==> src/txi_pkg.sv <==
// Package for the triangle x-axis intersection block.
// Holds the result kind codes and default widths; no dependencies.
package txi_pkg;

   localparam int COORD_WIDTH_DEF = 32;
   localparam int TOL_WIDTH = 31;

   localparam logic [1:0] KIND_NONE = 2'd0;
   localparam logic [1:0] KIND_POINT = 2'd1;
   localparam logic [1:0] KIND_SEGMENT = 2'd2;
   localparam logic [1:0] KIND_COINCIDENT = 2'd3;

endpackage

==> src/txi_classify.sv <==
// Classification stage: classes each vertex against the tolerance band and
// selects what each result end is built from. Depends on txi_pkg.
module txi_classify #(
   parameter int COORD_WIDTH = txi_pkg::COORD_WIDTH_DEF
) (
   input  logic                          clock,
   input  logic                          en,
   input  logic [txi_pkg::TOL_WIDTH-1:0] tolerance,
   input  logic signed [COORD_WIDTH-1:0] vx [3],
   input  logic signed [COORD_WIDTH-1:0] vy [3],
   output logic [1:0]                    kind_ff,
   output logic                          cross_ff [2],
   output logic signed [COORD_WIDTH-1:0] px_ff [2],
   output logic signed [COORD_WIDTH-1:0] py_ff [2],
   output logic signed [COORD_WIDTH-1:0] qx_ff [2],
   output logic signed [COORD_WIDTH-1:0] qy_ff [2]
);

   localparam int TW = ((COORD_WIDTH > txi_pkg::TOL_WIDTH) ?
                        COORD_WIDTH : txi_pkg::TOL_WIDTH) + 2;

   logic [1:0]                    kind_in;
   logic                          cross_in [2];
   logic signed [COORD_WIDTH-1:0] px_in [2];
   logic signed [COORD_WIDTH-1:0] py_in [2];
   logic signed [COORD_WIDTH-1:0] qx_in [2];
   logic signed [COORD_WIDTH-1:0] qy_in [2];

   always_comb begin
      logic signed [TW-1:0] tol_s;
      logic signed [TW-1:0] y_s;
      logic                 pos [3];
      logic                 neg [3];
      logic                 on [3];
      logic [1:0]           n_on;
      logic [1:0]           n_pos;
      logic [1:0]           n_neg;
      logic [1:0]           lone;
      logic [1:0]           z;
      logic [1:0]           o1;
      logic [1:0]           o2;
      logic [1:0]           fa;
      logic [1:0]           fb;
      logic                 fa_set;
      tol_s = TW'({{(TW - txi_pkg::TOL_WIDTH){1'b0}}, tolerance});
      n_on = 2'd0;
      n_pos = 2'd0;
      n_neg = 2'd0;
      for (int i = 0; i < 3; i++) begin
         y_s = TW'({{(TW - COORD_WIDTH){vy[i][COORD_WIDTH-1]}}, vy[i]});
         pos[i] = y_s > tol_s;
         neg[i] = y_s < -tol_s;
         on[i] = !pos[i] && !neg[i];
         n_on = n_on + {1'b0, on[i]};
         n_pos = n_pos + {1'b0, pos[i]};
         n_neg = n_neg + {1'b0, neg[i]};
      end
      lone = 2'd0;
      z = 2'd0;
      o1 = 2'd0;
      o2 = 2'd0;
      fa = 2'd0;
      fb = 2'd0;
      fa_set = 1'b0;
      for (int i = 0; i < 3; i++) begin
         if ((n_pos == 2'd1 && pos[i]) || (n_neg == 2'd1 && neg[i])) begin
            lone = 2'(i);
         end
         if (on[i]) begin
            z = 2'(i);
            if (!fa_set) begin
               fa = 2'(i);
               fa_set = 1'b1;
            end else begin
               fb = 2'(i);
            end
         end
      end
      kind_in = txi_pkg::KIND_NONE;
      for (int k = 0; k < 2; k++) begin
         cross_in[k] = 1'b0;
         px_in[k] = '0;
         py_in[k] = '0;
         qx_in[k] = '0;
         qy_in[k] = '0;
      end
      if (n_on == 2'd3) begin
         kind_in = txi_pkg::KIND_COINCIDENT;
      end else if (n_on == 2'd0) begin
         if (n_pos != 2'd0 && n_neg != 2'd0) begin
            o1 = (lone == 2'd0) ? 2'd1 : 2'd0;
            o2 = (lone == 2'd2) ? 2'd1 : 2'd2;
            kind_in = txi_pkg::KIND_SEGMENT;
            cross_in[0] = 1'b1;
            cross_in[1] = 1'b1;
            px_in[0] = vx[lone];
            py_in[0] = vy[lone];
            qx_in[0] = vx[o1];
            qy_in[0] = vy[o1];
            px_in[1] = vx[lone];
            py_in[1] = vy[lone];
            qx_in[1] = vx[o2];
            qy_in[1] = vy[o2];
         end
      end else if (n_on == 2'd1) begin
         o1 = (z == 2'd0) ? 2'd1 : 2'd0;
         o2 = (z == 2'd2) ? 2'd1 : 2'd2;
         if (pos[o1] == pos[o2]) begin
            kind_in = txi_pkg::KIND_POINT;
            px_in[0] = vx[z];
            py_in[0] = vy[z];
            px_in[1] = vx[z];
            py_in[1] = vy[z];
         end else begin
            kind_in = txi_pkg::KIND_SEGMENT;
            if (z == 2'd0) begin
               px_in[0] = vx[z];
               py_in[0] = vy[z];
               cross_in[1] = 1'b1;
               px_in[1] = vx[o1];
               py_in[1] = vy[o1];
               qx_in[1] = vx[o2];
               qy_in[1] = vy[o2];
            end else begin
               cross_in[0] = 1'b1;
               px_in[0] = vx[o1];
               py_in[0] = vy[o1];
               qx_in[0] = vx[o2];
               qy_in[0] = vy[o2];
               px_in[1] = vx[z];
               py_in[1] = vy[z];
            end
         end
      end else begin
         kind_in = txi_pkg::KIND_SEGMENT;
         px_in[0] = vx[fa];
         py_in[0] = vy[fa];
         px_in[1] = vx[fb];
         py_in[1] = vy[fb];
      end
   end

   always_ff @(posedge clock) begin
      if (en) begin
         kind_ff <= kind_in;
         for (int k = 0; k < 2; k++) begin
            cross_ff[k] <= cross_in[k];
            px_ff[k] <= px_in[k];
            py_ff[k] <= py_in[k];
            qx_ff[k] <= qx_in[k];
            qy_ff[k] <= qy_in[k];
         end
      end
   end

endmodule

==> config.mk <==
export PLATFORM = sky130hd
export DESIGN_NAME = txi_classify
export DESIGN_NICKNAME = d
export VERILOG_FILES = /design/src/txi_pkg.sv /design/src/txi_classify.sv
export SDC_FILE = /design/constraint.sdc
export NUM_CORES = 1
export LEC_CHECK = 0
export CAP_MARGIN = 20
export CORE_ASPECT_RATIO = 1.4
export CORE_MARGIN = 4
export CORE_UTILIZATION = 49
export CTS_BUF_LIST = sky130_fd_sc_hd__clkbuf_4
export CTS_CLUSTER_DIAMETER = 200
export DETAILED_ROUTE_END_ITERATION = 10
export DONT_BUFFER_PORTS = 1
export MAX_ROUTING_LAYER = met4
export PLACE_DENSITY = 0.66
export SLEW_MARGIN = 40
export SYNTH_ARGS = -nofsm -noshare
export SYNTH_HDL_FRONTEND = slang
export SYNTH_SLANG_ARGS = --single-unit
==> constraint.sdc <==
create_clock -name clock -period 6.7 [get_ports clock]
set_input_delay 0.67 -clock clock [delete_from_list [all_inputs] [get_ports clock]]
set_output_delay 0.67 -clock clock [all_outputs]
set_load 0.02 [all_outputs]
## Yosys cells after proc, flatten, opt, wreduce, memory -nomap -nowiden

Index checks and enable logic that the tools add are counted.

- Register bits after elaboration: 260
- Input port bits: 225
- Logic and storage cells: 172

- Add/sub/neg operators: 7
- Order comparisons: 14
- Eq/ne operators: 7
- Multiplexer cells: 104
- Bitwise logic cells: 8
- Reduce and logical (&&, ||, !) cells: 21

Operators by type and width:

| operator | count |
|---|---|
| $mux 32 | 36 |
| $mux 64 | 18 |
| $bmux 32 s2 | 16 |
| $lt 32x34->1 | 3 |
| $gt 32x32->1 | 3 |
| $neg 31->34 | 1 |
| $mux 2 | 16 |
| $ge 3x3->1 const B | 8 |
| $not 2->3 | 6 |
| $mux 1 | 16 |
| $logic_and 1x1->1 | 8 |
| $add 1x1->2 | 3 |
| $add 2x1->2 | 3 |
| $eq 2x1->1 const B | 3 |
| $eq 2x2->1 const B | 3 |
| $logic_not 1->1 | 6 |
| $logic_not 2->1 | 3 |
| $not 1->3 | 2 |
| $bmux 1 s2 | 2 |
| $reduce_bool 2->1 | 2 |
| $logic_or 1x1->1 | 2 |
| $eq 1x1->1 | 1 |

## Longest topological paths before layout

- Word-level depth: 17
- Depth in mapped cells: 28
- Gate-level depth less buffers: 23

## Least setup slack after synthesis

No wires, ideal clock.

- Path type: input-to-reg
- Start point: input port tolerance[9] (netlist name)
- End point: register py_ff[55] (netlist name), data pin
- Setup time: 152 ps
- Arrival: 6949 ps
- Data required time: 6548 ps
- Slack: -401 ps
- Stages on the path: 25
- Buffers on the path: 7
- Cells stage by stage: or4_4 > or4b_1 > buf_2 > or3_1 > nand2b_1 > nor4_1 > xnor2_1 > ha_1 > nand2_1 > or2_2 > a2111oi_0 > a221oi_2 > o21bai_2 > nand2_2 > inv_2 > buf_2 > buf_2 > buf_2 > fa_1 > clkbuf_1 > nor4_1 > clkbuf_1 > clkbuf_1 > o211ai_1 > a31oi_1

- Cells in the longest elaborated chain, start to end: 16
- Elaborated cells on any way between the ends: 79

RTL lines:

| item | line | RTL |
|---|---|---|
| start, declared | txi_classify.sv:8 | `input logic [txi_pkg::TOL_WIDTH-1:0] tolerance,` |
| branches (longest 16 deep; another with $neg 31->34) | -- |  |
| end signal, assigned by index | txi_classify.sv:149 | `py_ff[k] <= py_in[k];` |
| end, declared | txi_classify.sv:14 | `output logic signed [COORD_WIDTH-1:0] py_ff [2],` |

Several ways; the timed one is not identified. The select of a mux whose other input is x is not followed.
A chain may end at the register's enable or synchronous reset.

## Worst setup path in the final report

- Start point: input port tolerance[9] (netlist name)
- End point: register py_ff[8] (netlist name), data pin

- Cells in the longest elaborated chain, start to end: 16
- Elaborated cells on any way between the ends: 79

RTL lines:

| item |
|---|
| branches (longest 16 deep; another with $neg 31->34) |

Several ways; the timed one is not identified. The select of a mux whose other input is x is not followed.

==> results.md <==
* Status: complete, no violations
* Logic pwr share at between 30% and 40%
* Largest net degree at the start of global routing at about 260
* Post-Syn Area at 24,010 µm²
* Setup violators final at 0
* Max FO, Critical Path at 11
* Switching power at 0.003056 W
* Antenna Nets Post-Route at 0
* Starting Density at roughly half
* Cell mode on critical path: buf_4
* Initial antenna violation count at 1
* Worst-Margin Slew at 0.8059 ns
* Cell row count at 95
* Post-synth EDFFs at 260
* Ys Warns at 0
* Predominant post-synthesis flop cell: edfxtp_1
* H-tree levels at 3
* Final GP Congestion at ~1
* Switching share of total power at a little over two fifths
* Die ar. at 52,650 µm²
* Net Count, Synth at 3,003
* Req. time, crit path at slightly above 7 ns
* Vias in the first global route at 24,134
* #FFs+latches synth at 260
* Type of origin of the critical path: input pin
* Seq pwr share at 40.8%
* Seq/Total Area, Yosys at 32.52%
* CTS buffer count at 69
* Post-CTS setup buffer count at 0
* DRC at 0
* Final Critical Period at between 6 and 7 ns
* Routed WL at between 100,000 and 150,000 µm
* Yosys cell types at slightly above 90
* Via/cell ratio at between 7 and 8
* RSZ-0062 raised after global routing: no
* WS Path Type: in -> reg
* Die Wd at 195.1 µm
* CTS tree: done
* Hold Fails Final Rpt at 0
* Final-stage net count at 3,027
* Syn-to-layout area delta at 11.93%
* Vias at 24,738
* Slowest stage cell, crit path: fa_4
* Post-detail-place hpwl at approximately 76,000 µm
* Clk network pwr share at 20.3%
* IO Count at 485
* Mean post-synth cell area at 9.277 µm²
* Asr flop ratio synth at 0%
* Max-cap violations at 0
* GR Util All Layers at 39.25%
* Crit path capture type: flip-flop
* Internal power at 0.004218 W
* Clk buf depth at 3
* Total gr overflow at 0
* Slowest Stage Delay on Critical Path at ~0.65 ns
* Peak supply drop at 145.8 µV
* Clock-pin slew on the worst setup and hold paths at 0.07 ns
* Peak Freq at 154.0 MHz
* P_leak at 10.19 nW
* Share of cells above drive strength 1 at 14.67%
* Drt pass-1 iters at 8
* CTS Sinks at between 200 and 300
* Synth Instances at ~2,600
* First-pass GRT wire length at 156,000 µm
* Port Buffer Count at 0
* Die Y at 269.9 µm
* Hold Crit Class: in -> reg
* CORE AREA at around 48,000 µm²
* Fin Setup TNS at 0 ns
* Final Cycle Share at 96.89%
* DRT iter0 DRCs at 3,045
* Routed WL per cell at 32.34 µm
* Worst path arrival time at about 7.0 ns
* Design Power at roughly 0.0073 W
* Power per cell area at about 270 nW/µm²
* Max_slew headroom at between 40 and 50%
* Slew Limit Fails at 0
* Filler cell count in the final layout at between 4,000 and 5,000
* CTS root buffer: clkbuf_4
* Cell chain of the critical path: or4_4 -> or4b_1 -> or3_1 -> nand2b_1 -> nor4_1 -> xnor2_1 -> ha_1 -> nand3_1 -> buf_4 -> a21oi_1 -> a31oi_1 -> o311ai_1 -> buf_4 -> a31o_1 -> nand2_1 -> inv_2 -> fa_4 -> nor4_2 -> buf_4 -> buf_4 -> o211ai_1 -> a21oi_1
-- cells in the final DEF (no fill, tap or decap), types with 9 or more instances in the layout --
cell type	n
a32o_1	21
clkbuf_4	87
xnor2_1	26
o21ai_1	12
o21ai_0	99
clkinv_1	18
or2_2	16
nand2b_1	25
nor4_1	9
a21oi_1	135
nand3_1	95
edfxtp_1	260
o2111ai_1	27
o221ai_1	95
a221o_1	17
nor2_1	94
o211ai_1	131
clkinv_2	9
a31oi_1	67
nand2_1	211
nand4_1	28
o21a_1	29
ha_1	187
inv_1	49
a32oi_1	22
a22o_1	75
a21o_1	13
buf_4	176
a211oi_1	19
or3_1	30
mux2i_1	243
buf_12	42
a222oi_1	15
nor3_1	40
o22ai_1	70
o22a_1	31
-- layer usage --
layer | vias to the layer above | wire (µm) | GRT usage [%]
li1 | 10434 | - | -
met1 | 11870 | 36330 | 44.90
met2 | 1959 | 50600 | 63.65
met3 | 475 | 11820 | 8.435
met4 | 0 | 7662 | 22.52
met5 | - | 0 | -
-- kinds of logic after synthesis --
family	count (synthesis)	share of synthesized area, %
multiplexers	243	10.13
flip-flops	260	32.52
XOR/XNOR	28	1.079
AO/OA/AOI/OAI	928	28.09
buffers and inverters	325	5.816
AND/OR/NAND/NOR	613	12.32
adder cells (fa/ha/maj)	191	10.04
-- state kept, by name, summed over array words and instances, names as in the netlist --
| register | cells |
|---|---|
| qx_ff | 64 |
| py_ff | 64 |
| cross_ff | 2 |
| qy_ff | 64 |
| px_ff | 64 |
| kind_ff | 2 |
-- power by group through the flow --
stage,clock [W],sequential (W),combinational (W)
CTS,0.00149,0.00297,0.00278
global placement,0,0.00301,0.00269
finish,0.00148,0.00297,0.00283
floorplan,0,0.00283,0.00181
global route,0.00159,0.00298,0.00301
detailed placement,0,0.00300,0.00276
-- worst paths after layout --
path                       end  slack, ns    startpoint  cells after the start
worst max-delay path  py_ff[8]       0.21  tolerance[9]                     22
worst min-delay path  qy_ff[4]       0.05            en                      0
-- worst max-delay path, delay by kind of cell --
| family | cells | cell delay (ns) |
|---|---|---|
| xor+xnor | 1 | 0.16 |
| buf+inv | 5 | 0.96 |
| compound gates | 6 | 1.53 |
| simple gates | 8 | 2.71 |
| fa+ha+maj | 2 | 0.98 |
-- final cells by class --
type | instances | area (µm²) | share of cell area [%]
Multi-Input combinational cell | 2003 | 15000 | 55.80
Sequential cell | 260 | 7807 | 29.05
Timing Repair Buffer | 222 | 2197 | 8.175
Tap cell | 630 | 788.3 | 2.933
Clock buffer | 87 | 653.1 | 2.430
Clock inverter | 31 | 216.5 | 0.8054
Inverter | 56 | 214.0 | 0.7961
Antenna cell | 1 | 2.502 | 0.009311
-- cells in the mapped netlist (17+ instances only) --
cell type | count | area [µm²]
a32oi_1 | 22 | 192.7
buf_2 | 55 | 275.3
or3_1 | 30 | 187.7
buf_1 | 19 | 71.32
xnor2_1 | 26 | 227.7
o211ai_1 | 131 | 983.4
inv_1 | 49 | 183.9
a221o_1 | 17 | 170.2
ha_1 | 187 | 2340
o2111ai_1 | 27 | 236.5
a211oi_1 | 19 | 142.6
nand3_1 | 95 | 475.5
mux2i_1 | 243 | 2432
nand2b_1 | 25 | 156.4
nand2_1 | 215 | 807.0
o21a_1 | 29 | 217.7
a22o_1 | 76 | 665.6
a21oi_1 | 139 | 695.7
a31oi_1 | 67 | 419.2
o221ai_1 | 95 | 832.1
clkbuf_1 | 176 | 660.6
nand4_1 | 28 | 175.2
o21ai_0 | 100 | 500.5
o22a_1 | 31 | 271.5
o22ai_1 | 70 | 437.9
nor3_1 | 40 | 200.2
edfxtp_1 | 260 | 7807
a32o_1 | 21 | 210.2
nor2_1 | 99 | 371.6
-- through the flow --
stage                     area, µm²  hold WS [ns]  util [%]  worst slack, ns  std cells
final                         26870       0.05390     55.69           0.2085       3290
after global routing          26870       0.03073     55.69          0.03955       3290
after CTS                     26870      0.007059     55.67           0.3096       3288
after detailed placement      25970        0.8094     53.81          -0.4904       3167
after global placement        25960        0.8089     53.80          -0.4533       3167
after floorplan               24050        0.7825         -         -0.01681       2588
-- repair_timing --
| item | in CTS | in global routing |
|---|---|---|
| setup endpoints to repair | 0 | 13 |
| resized for setup | 0 | 1 |
| hold buffers | 3 | 0 |
| hold endpoints to repair | 2 | 0 |
No activity file was read; power rests on OpenSTA's default activity.
